--- config.mk ---
export PLATFORM = sky130hd
export DESIGN_NAME = sstf_request_scheduler
export DESIGN_NICKNAME = d
export VERILOG_FILES = /design/src/design/sstf_pkg.sv /design/src/design/sstf_scan.sv /design/src/design/sstf_request_scheduler.sv
export SDC_FILE = /design/constraint.sdc
export NUM_CORES = 2
export LEC_CHECK = 0
export BUFFER_PORTS_ARGS = -buffer_cell sky130_fd_sc_hd__buf_2
export CAP_MARGIN = 5
export CORE_MARGIN = 2
export CORE_UTILIZATION = 57
export DETAILED_ROUTE_END_ITERATION = 6
export MAX_ROUTING_LAYER = met4
export PLACE_DENSITY = 0.76
export SLEW_MARGIN = 15
export SYNTH_ARGS = -nofsm -noshare
export SYNTH_HDL_FRONTEND = slang
export SYNTH_SLANG_ARGS = --single-unit
--- constraint.sdc ---
create_clock -name clk -period 9.03 [get_ports clk]
set_input_delay 1.806 -clock clk [delete_from_list [all_inputs] [get_ports clk]]
set_output_delay 1.806 -clock clk [all_outputs]
set_load 0.01 [all_outputs]
--- src/design/sstf_pkg.sv ---
// Shared types and codes for the shortest-seek-time-first request scheduler.
package sstf_pkg;

    localparam int FIELD_SECTOR_BITS = 48;
    localparam int FIELD_COUNT_BITS  = 6;

    localparam logic ACTION_ADD      = 1'b0;
    localparam logic ACTION_DISPATCH = 1'b1;

    typedef enum logic [1:0] {
        STATUS_ADDED      = 2'd0,
        STATUS_FULL       = 2'd1,
        STATUS_DISPATCHED = 2'd2,
        STATUS_EMPTY      = 2'd3
    } sstf_status_t;

    typedef enum logic [2:0] {
        ST_IDLE,
        ST_SCAN,
        ST_FLUSH,
        ST_SETTLE,
        ST_MOVE,
        ST_EMIT
    } sstf_state_t;

    typedef struct packed {
        logic                         action;
        logic [FIELD_SECTOR_BITS-1:0] sector;
    } sstf_req_t;

    typedef struct packed {
        logic [1:0]                   status;
        logic [FIELD_SECTOR_BITS-1:0] sector_out;
        logic [FIELD_COUNT_BITS-1:0]  pending_count;
    } sstf_rsp_t;

    typedef struct packed {
        logic clear;
        logic sample;
    } sstf_scan_ctrl_t;

endpackage

--- src/design/sstf_scan.sv ---
// Two-stage nearest-sector search unit that walks table entries one per cycle.
module sstf_scan #(
    parameter int SECTOR_BITS = 48,
    parameter int IDX_BITS    = 5
) (
    input  logic                     clk,
    input  logic                     rst_n,
    input  sstf_pkg::sstf_scan_ctrl_t ctrl,
    input  logic [SECTOR_BITS-1:0]   head,
    input  logic [SECTOR_BITS-1:0]   sample_sector,
    input  logic [IDX_BITS-1:0]      sample_idx,
    output logic [SECTOR_BITS-1:0]   best_sector,
    output logic [IDX_BITS-1:0]      best_idx
);

    logic                   s1_vld_reg;
    logic                   s1_vld_next;
    logic [SECTOR_BITS-1:0] s1_dist_reg;
    logic [SECTOR_BITS-1:0] s1_dist_next;
    logic [SECTOR_BITS-1:0] s1_sec_reg;
    logic [IDX_BITS-1:0]    s1_idx_reg;

    logic                   found_reg;
    logic                   found_next;
    logic [SECTOR_BITS-1:0] best_dist_reg;
    logic [SECTOR_BITS-1:0] best_sec_reg;
    logic [IDX_BITS-1:0]    best_idx_reg;
    logic                   take;

    // Stage one: absolute distance from the head.
    assign s1_vld_next  = ctrl.sample & ~ctrl.clear;
    assign s1_dist_next = (sample_sector >= head) ? (sample_sector - head)
                                                  : (head - sample_sector);

    // Stage two: keep the nearer entry, the lower sector on a tie.
    assign take = s1_vld_reg &&
                  (!found_reg || (s1_dist_reg < best_dist_reg) ||
                   ((s1_dist_reg == best_dist_reg) && (s1_sec_reg < best_sec_reg)));
    assign found_next = ctrl.clear ? 1'b0 : (found_reg | take);

    always_ff @(posedge clk or negedge rst_n)
    begin
        if (!rst_n)
        begin
            s1_vld_reg <= 1'b0;
            found_reg  <= 1'b0;
        end
        else
        begin
            s1_vld_reg <= s1_vld_next;
            found_reg  <= found_next;
        end
    end

    always_ff @(posedge clk)
    begin
        s1_dist_reg <= s1_dist_next;
        s1_sec_reg  <= sample_sector;
        s1_idx_reg  <= sample_idx;
        if (take)
        begin
            best_dist_reg <= s1_dist_reg;
            best_sec_reg  <= s1_sec_reg;
            best_idx_reg  <= s1_idx_reg;
        end
    end

    assign best_sector = best_sec_reg;
    assign best_idx    = best_idx_reg;

endmodule

--- src/design/sstf_request_scheduler.sv ---
// Top level of the shortest-seek-time-first request scheduler with its request table.
//
// Requests enter on the req channel (req_valid / req_stall) and each one gives exactly
// one response on the rsp channel (rsp_valid / rsp_stall). An add request stores its
// sector in the table, or reports the table full. A dispatch request removes the pending
// sector nearest the head position, the lower sector winning a tie, returns it and moves
// the head there; with nothing pending it reports the table empty.
// The table is kept packed in entries 0 to count-1 of a synchronous memory, so the
// pending count doubles as the fill mark and no entry needs a valid bit. Removing an
// entry moves the last entry into the freed place.
// Sequence: an add, or a dispatch with nothing pending, has a loaded response register
// in the cycle after acceptance. A dispatch with entries pending passes through the
// SCAN, FLUSH, SETTLE and MOVE states: the memory read port walks one entry per cycle,
// the two-stage distance search drains during FLUSH and SETTLE, SETTLE reads the last
// entry, and MOVE moves it and loads the response register. One request is worked on
// at a time; req_stall is low whenever the block is idle, even while an earlier
// response still waits in the output register.
// Reset empties the table and returns the head to sector zero at once. While the
// receiver stalls, the response holds and a finished request waits in its final state.
module sstf_request_scheduler #(
    parameter int QUEUE_DEPTH = 32,
    parameter int SECTOR_BITS = 48
) (
    input  logic                clk,
    input  logic                rst_n,
    input  logic                req_valid,
    output logic                req_stall,
    input  sstf_pkg::sstf_req_t req,
    output logic                rsp_valid,
    input  logic                rsp_stall,
    output sstf_pkg::sstf_rsp_t rsp
);

    localparam int IW = $clog2(QUEUE_DEPTH);
    localparam int CW = $clog2(QUEUE_DEPTH + 1);

    sstf_pkg::sstf_state_t state_reg;
    sstf_pkg::sstf_state_t state_next;

    logic [CW-1:0]          count_reg;
    logic [CW-1:0]          count_next;
    logic [SECTOR_BITS-1:0] head_reg;
    logic [SECTOR_BITS-1:0] head_next;
    logic [IW-1:0]          issue_idx_reg;
    logic [IW-1:0]          issue_idx_next;
    logic                   data_vld_reg;
    logic [IW-1:0]          data_idx_reg;
    logic [SECTOR_BITS-1:0] rd_data_reg;
    sstf_pkg::sstf_rsp_t    res_reg;
    sstf_pkg::sstf_rsp_t    res_next;
    logic                   out_valid_reg;
    sstf_pkg::sstf_rsp_t    out_reg;

    // The table memory.
    logic [SECTOR_BITS-1:0] mem [QUEUE_DEPTH];
    logic                   mem_we;
    logic [IW-1:0]          mem_waddr;
    logic [SECTOR_BITS-1:0] mem_wdata;
    logic [IW-1:0]          mem_raddr;

    logic [CW-1:0]          last_cnt;
    logic [IW-1:0]          last_idx;
    logic [SECTOR_BITS-1:0] sec_in;
    logic                   accept;
    logic                   out_free;
    logic                   table_full;
    logic                   table_empty;

    sstf_pkg::sstf_scan_ctrl_t scan_ctrl;
    logic [SECTOR_BITS-1:0]    best_sector;
    logic [IW-1:0]             best_idx;

    assign last_cnt    = count_reg - CW'(1);
    assign last_idx    = last_cnt[IW-1:0];
    assign sec_in      = SECTOR_BITS'(req.sector);
    assign accept      = req_valid && !req_stall;
    assign out_free    = !out_valid_reg || !rsp_stall;
    assign table_full  = (count_reg == CW'(QUEUE_DEPTH));
    assign table_empty = (count_reg == '0);

    assign req_stall = (state_reg != sstf_pkg::ST_IDLE);

    // Next-state logic.
    always_comb
    begin
        state_next = state_reg;
        case (state_reg)
            sstf_pkg::ST_IDLE:
            begin
                if (req_valid)
                begin
                    if ((req.action == sstf_pkg::ACTION_DISPATCH) && !table_empty)
                    begin
                        state_next = sstf_pkg::ST_SCAN;
                    end
                    else
                    begin
                        state_next = sstf_pkg::ST_EMIT;
                    end
                end
            end
            sstf_pkg::ST_SCAN:
            begin
                if (issue_idx_reg == last_idx)
                begin
                    state_next = sstf_pkg::ST_FLUSH;
                end
            end
            sstf_pkg::ST_FLUSH:
            begin
                state_next = sstf_pkg::ST_SETTLE;
            end
            sstf_pkg::ST_SETTLE:
            begin
                state_next = sstf_pkg::ST_MOVE;
            end
            sstf_pkg::ST_MOVE:
            begin
                state_next = sstf_pkg::ST_EMIT;
            end
            sstf_pkg::ST_EMIT:
            begin
                if (out_free)
                begin
                    state_next = sstf_pkg::ST_IDLE;
                end
            end
            default:
            begin
                state_next = sstf_pkg::ST_IDLE;
            end
        endcase
    end

    // Datapath control for each state.
    always_comb
    begin
        count_next      = count_reg;
        head_next       = head_reg;
        issue_idx_next  = issue_idx_reg;
        res_next        = res_reg;
        mem_we          = 1'b0;
        mem_waddr       = count_reg[IW-1:0];
        mem_wdata       = sec_in;
        mem_raddr       = issue_idx_reg;
        scan_ctrl.clear = 1'b0;
        scan_ctrl.sample = data_vld_reg;
        case (state_reg)
            sstf_pkg::ST_IDLE:
            begin
                if (accept)
                begin
                    res_next.sector_out = '0;
                    if (req.action == sstf_pkg::ACTION_ADD)
                    begin
                        if (table_full)
                        begin
                            res_next.status = sstf_pkg::STATUS_FULL;
                        end
                        else
                        begin
                            // The new request goes to the first free place past the packed end.
                            mem_we          = 1'b1;
                            count_next      = count_reg + CW'(1);
                            res_next.status = sstf_pkg::STATUS_ADDED;
                        end
                    end
                    else if (table_empty)
                    begin
                        res_next.status = sstf_pkg::STATUS_EMPTY;
                    end
                    else
                    begin
                        scan_ctrl.clear = 1'b1;
                        issue_idx_next  = '0;
                    end
                    res_next.pending_count = sstf_pkg::FIELD_COUNT_BITS'(count_next);
                end
            end
            sstf_pkg::ST_SCAN:
            begin
                issue_idx_next = issue_idx_reg + IW'(1);
            end
            sstf_pkg::ST_SETTLE:
            begin
                // Fetch the last entry, which fills the place of the one dispatched.
                mem_raddr = last_idx;
            end
            sstf_pkg::ST_MOVE:
            begin
                mem_we                 = 1'b1;
                mem_waddr              = best_idx;
                mem_wdata              = rd_data_reg;
                count_next             = last_cnt;
                head_next              = best_sector;
                res_next.status        = sstf_pkg::STATUS_DISPATCHED;
                res_next.sector_out    = sstf_pkg::FIELD_SECTOR_BITS'(best_sector);
                res_next.pending_count = sstf_pkg::FIELD_COUNT_BITS'(last_cnt);
            end
            default:
            begin
            end
        endcase
    end

    always_ff @(posedge clk or negedge rst_n)
    begin
        if (!rst_n)
        begin
            state_reg     <= sstf_pkg::ST_IDLE;
            count_reg     <= '0;
            head_reg      <= '0;
            data_vld_reg  <= 1'b0;
            out_valid_reg <= 1'b0;
        end
        else
        begin
            state_reg    <= state_next;
            count_reg    <= count_next;
            head_reg     <= head_next;
            data_vld_reg <= (state_reg == sstf_pkg::ST_SCAN);
            if ((state_reg == sstf_pkg::ST_EMIT) && out_free)
            begin
                out_valid_reg <= 1'b1;
            end
            else if (!rsp_stall)
            begin
                out_valid_reg <= 1'b0;
            end
        end
    end

    always_ff @(posedge clk)
    begin
        issue_idx_reg <= issue_idx_next;
        data_idx_reg  <= issue_idx_reg;
        res_reg       <= res_next;
        if ((state_reg == sstf_pkg::ST_EMIT) && out_free)
        begin
            out_reg <= res_reg;
        end
    end

    // Synchronous memory with a registered read port.
    always_ff @(posedge clk)
    begin
        if (mem_we)
        begin
            mem[mem_waddr] <= mem_wdata;
        end
        rd_data_reg <= mem[mem_raddr];
    end

    sstf_scan #(
        .SECTOR_BITS (SECTOR_BITS),
        .IDX_BITS    (IW)
    ) u_scan (
        .clk           (clk),
        .rst_n         (rst_n),
        .ctrl          (scan_ctrl),
        .head          (head_reg),
        .sample_sector (rd_data_reg),
        .sample_idx    (data_idx_reg),
        .best_sector   (best_sector),
        .best_idx      (best_idx)
    );

    assign rsp_valid = out_valid_reg;
    assign rsp       = out_reg;

    // The pending count never exceeds the table size.
    assert property (@(posedge clk) disable iff (!rst_n)
        count_reg <= CW'(QUEUE_DEPTH))
        else $error("pending count beyond table size");

    // A dispatch removes exactly one entry.
    assert property (@(posedge clk) disable iff (!rst_n)
        state_reg == sstf_pkg::ST_MOVE |=> count_reg == $past(last_cnt))
        else $error("dispatch did not remove one entry");

    // The chosen entry lies within the occupied part of the table.
    assert property (@(posedge clk) disable iff (!rst_n)
        state_reg == sstf_pkg::ST_MOVE |-> best_idx <= last_idx)
        else $error("chosen entry outside occupied range");

    // A new response appears only after a request has finished.
    assert property (@(posedge clk) disable iff (!rst_n)
        $rose(rsp_valid) |-> $past(state_reg == sstf_pkg::ST_EMIT))
        else $error("response without a finished request");

endmodule

==> results.sh <==
export IMPL_intPower_w=0.0204
export IMPL_hpwl_um=119000
export IMPL_yosysTopAreaCellShare_pct=64.5
export IMPL_cp_required_ns=9.75
export IMPL_syn_area_per_cell_sq_um=12.4
export IMPL_yosys_warnings=0
export IMPL_seqPwrFrac_pct=35.7
export IMPL_yosys_top_cells_count="1790 x nand2_1, 1754 x edfxtp_1, 308 x nand3_1"
export IMPL_boundaryPins=111
export IMPL_worst_path_buf_inv=2
export IMPL_slowest_delay_ns=0.86
export IMPL_cp_cell_sequence="nand3b_1 -> nand2_1 -> o21ai_4 -> buf_12 -> buf_4 -> nand2_1 -> and3_1 -> a311oi_1 -> a211oi_1 -> a211oi_1 -> a31o_2"
export IMPL_setup_tns_ns=0
export IMPL_r2r_cells=11
export IMPL_relSlewSlack_pct=16.9
export IMPL_htree_levels=4
export IMPL_startpoint_type="flip-flop"
export IMPL_wire_per_inst_um=24.7
export IMPL_cp_slowest_cell="buf_4"
export IMPL_fin_crit_sh_pct=54.9
export IMPL_clock_latency_ns=0.83
export IMPL_hold_path_end="u_scan.s1_idx_reg[1]$_DFF_P_"
export IMPL_fin_util_pct=63.6
export IMPL_p_clk_share_pct=21.7
export IMPL_worstSetupPathType="flip-flop to flip-flop"
export IMPL_first_iter_violations=7054
export IMPL_wirelength_um=213000
export IMPL_die_h_um=382
export IMPL_num_nets_final=6820
export IMPL_grt_pass1_vias=51600
export IMPL_syn_nets=6837
export IMPL_cts_buffer_depth=3
export IMPL_rsz0062_at_grt="false"
export IMPL_gp_congestion=0.994
export IMPL_worstPathArrival_ns=5.68
export IMPL_cts_resized=0
export IMPL_worst_pin_slew_ns=1.24
export IMPL_path_depth=11
export IMPL_row_count=138
export IMPL_ys_ff_latch=1969
export IMPL_min_from="data_idx_reg[1]$_DFF_P_"
export IMPL_coreArea_sq_mm=0.142
export IMPL_setup_worst_path_end_class="flip-flop"
export IMPL_cts_sinks=1969
export IMPL_largest_reg_flops=1536
export IMPL_drcViolationCount=0
export IMPL_swShare_pct=40.9
export IMPL_cts_root_buf="clkbuf_16"
export IMPL_cts_buffers=184
export IMPL_holdWs_ns=0.325
export IMPL_post_dp_cell_area_sq_mm=0.0843
export IMPL_start_util_pct=57.5
export IMPL_final_cell_area_sq_mm=0.0903
export IMPL_io_buffers=110
export IMPL_layout_min_cycle_time_ns=4.96
export IMPL_synth_area_sq_mm=0.0816
export IMPL_post_cts_buffers=0
export IMPL_cts_tree="yes"
export IMPL_max_freq_ghz=0.202
export IMPL_syn2layout_area_growth_pct=10.6
export IMPL_vias=53900
export IMPL_cap_violations=0
export IMPL_synth_main_ff_cell="edfxtp_1"
export IMPL_worst_r2r_startpoint="state_reg[2]$_DFFE_PN0P_"
export IMPL_grt_max_degree=202
export IMPL_synth_cell_types=74
export IMPL_synthMostInstantiatedCell="nand2_1"
export IMPL_timing_final_ws_setup_ns=4.07
export IMPL_grt_total_usage_pct=29.8
export IMPL_path_max_fanout=118
export IMPL_synth_largest_area_cell="edfxtp_1"
export IMPL_powerDensity_mw_per_mm2=382
export IMPL_drv_slew=0
export IMPL_die_w_um=382
export IMPL_regToRegSetupSlack_ns=4.07
export IMPL_dr_pass1_iters=6
export IMPL_min_path_type="flip-flop to flip-flop"
export IMPL_reg2reg_to="rd_data_reg[12]$_DFF_P_"
export IMPL_irDropWorstVdd_mv=0.371
export IMPL_power_frac_comb_pct=42.6
export IMPL_drive_above_1_share_pct=9.16
export IMPL_grt_first_pass_wirelength_um=318000
export IMPL_ys_top_cells_by_area="edfxtp_1 65%, nand2_1 8.2%, dfxtp_1 3.8%"
export IMPL_drtAntennaViolNets=0
export IMPL_fin_skew_ns=0.0270
export IMPL_preCtsSetupSlack_ns=3.65
export IMPL_antenna_found_initial=11
export IMPL_async_flop_share_pct=3.10
export IMPL_synth_edf_count=1754
export IMPL_dieArea_sq_mm=0.146
export IMPL_fill_cells=10200
export IMPL_netlist_instances=6588
export IMPL_p_leak_nw=33.3
export IMPL_setup_violations=0
export IMPL_yosysSeqAreaShare_pct=70.2
export IMPL_hold_path_depth=0
export IMPL_clkSlewWorstSetupHoldPaths_ns=0.06
export IMPL_vias_per_cell=6.25
export IMPL_overflow=0
export IMPL_status="finished, final reports clean"
export IMPL_finalHoldViolations=0
export IMPL_ctsHoldBuffers=0
export IMPL_cp_top_family="simple AND/OR/NAND/NOR gates"
export IMPL_p_sw_w=0.0141
cell type report:
| class | instances | area (sq um) | share of cell area, % |
|---|---|---|---|
| clock buffer | 245 | 4970 | 5.50 |
| clock inverter | 97 | 856 | 0.948 |
| sequential | 1969 | 57300 | 63.4 |
| inverter | 222 | 833 | 0.923 |
| timing repair buffer | 205 | 1440 | 1.60 |
| multi-input combinational | 3989 | 22600 | 25.0 |
| antenna | 3 | 7.51 | 0.00831 |
| tap | 1890 | 2360 | 2.62 |
layer usage:
| metal | part of all wire [%] | wire (um) | track usage (%) |
|---|---|---|---|
| met5 | 0 | 0 | - |
| met4 | 3.8 | 8090 | 11.5 |
| met3 | 10 | 21900 | 5.10 |
| met2 | 47 | 101000 | 46.2 |
| met1 | 39 | 82100 | 39.6 |
power groups by stage:
| stage | Combinational (W) | Clock (W) | Sequential, W |
|---|---|---|---|
| after floorplan | 0.00987 | 0 | 0.0123 |
| after global placement | 0.0141 | 0 | 0.0124 |
| after detailed placement | 0.0143 | 0 | 0.0125 |
| after CTS | 0.0144 | 0.00755 | 0.0123 |
| after global routing | 0.0159 | 0.00790 | 0.0124 |
| final | 0.0147 | 0.00748 | 0.0123 |
worst max path at each step:
| stage | start | to | slack, ns |
|---|---|---|---|
| 2_1_floorplan | u_scan.best_sector[9]$_DFFE_PP_ | u_scan.best_dist_reg[0]$_DFFE_PP_ | 2.24 |
| 3_3_place_gp | req[48] | mem[27][32]$_DFFE_PP_ | 3.62 |
| 3_5_place_dp | req[48] | mem[27][18]$_DFFE_PP_ | 3.65 |
| 4_1_cts | state_reg[2]$_DFFE_PN0P_ | rd_data_reg[35]$_DFF_P_ | 4.24 |
| 5_1_grt | state_reg[2]$_DFFE_PN0P_ | rd_data_reg[35]$_DFF_P_ | 3.83 |
| 6_report | state_reg[2]$_DFFE_PN0P_ | rd_data_reg[12]$_DFF_P_ | 4.07 |
cells by family (layout without fill, tap and decap cells):
kind of cell	after synthesis	count (layout)	synth area share, %
flops	1969	1969	70.2
other cells	0	3	0
mux	8	8	0.101
fa+ha+maj	196	196	3.02
simple gates	2627	2627	13.7
xor+xnor	62	62	0.665
compound gates	1096	1096	9.35
buf+inv	630	769	3.04
cells in the final DEF (no fill, tap or decap), types with 13 or more instances in the layout:
cell       count
edfxtp_1    1754
o21a_1        19
nand4_1       45
a211oi_1     110
clkbuf_16    186
dfxtp_1      154
xor2_1        26
clkinv_1      37
and3_1       242
nor2_1       132
nand3_1      308
xnor2_1       36
buf_12        14
o21ai_1       22
nor2_4        32
o21bai_1      22
a311oi_1     193
dfrtp_1       61
clkbuf_1      50
o21ai_4       19
nand2_1     1789
a21oi_1      161
ha_1         194
o211ai_1      16
buf_2        109
nor2b_1       13
o21ai_0       74
a31oi_1      204
clkinv_2      28
a21o_1       115
inv_1        221
o21ai_2       24
a31o_2        49
buf_4         82
nor3_1        24
worst register-to-register path, cell delays in order, from the launching register on:
cell and delay (ns):
dfrtp_1 0.59, nand3b_1 0.75, nand2_1 0.27, o21ai_4 0.13, buf_12 0.45, buf_4 1.03, nand2_1 0.30, and3_1 0.24
a311oi_1 0.33, a211oi_1 0.10, a211oi_1 0.38, a31o_2 0.27
stage by stage:
stage                     std cells  total power [W]
after detailed placement       8275           0.0268
final                          8620           0.0345
after global placement         8275           0.0265
after CTS                      8617           0.0343
after floorplan                6588           0.0222
after global routing           8619           0.0363
Power figures use the tool's default switching activity.
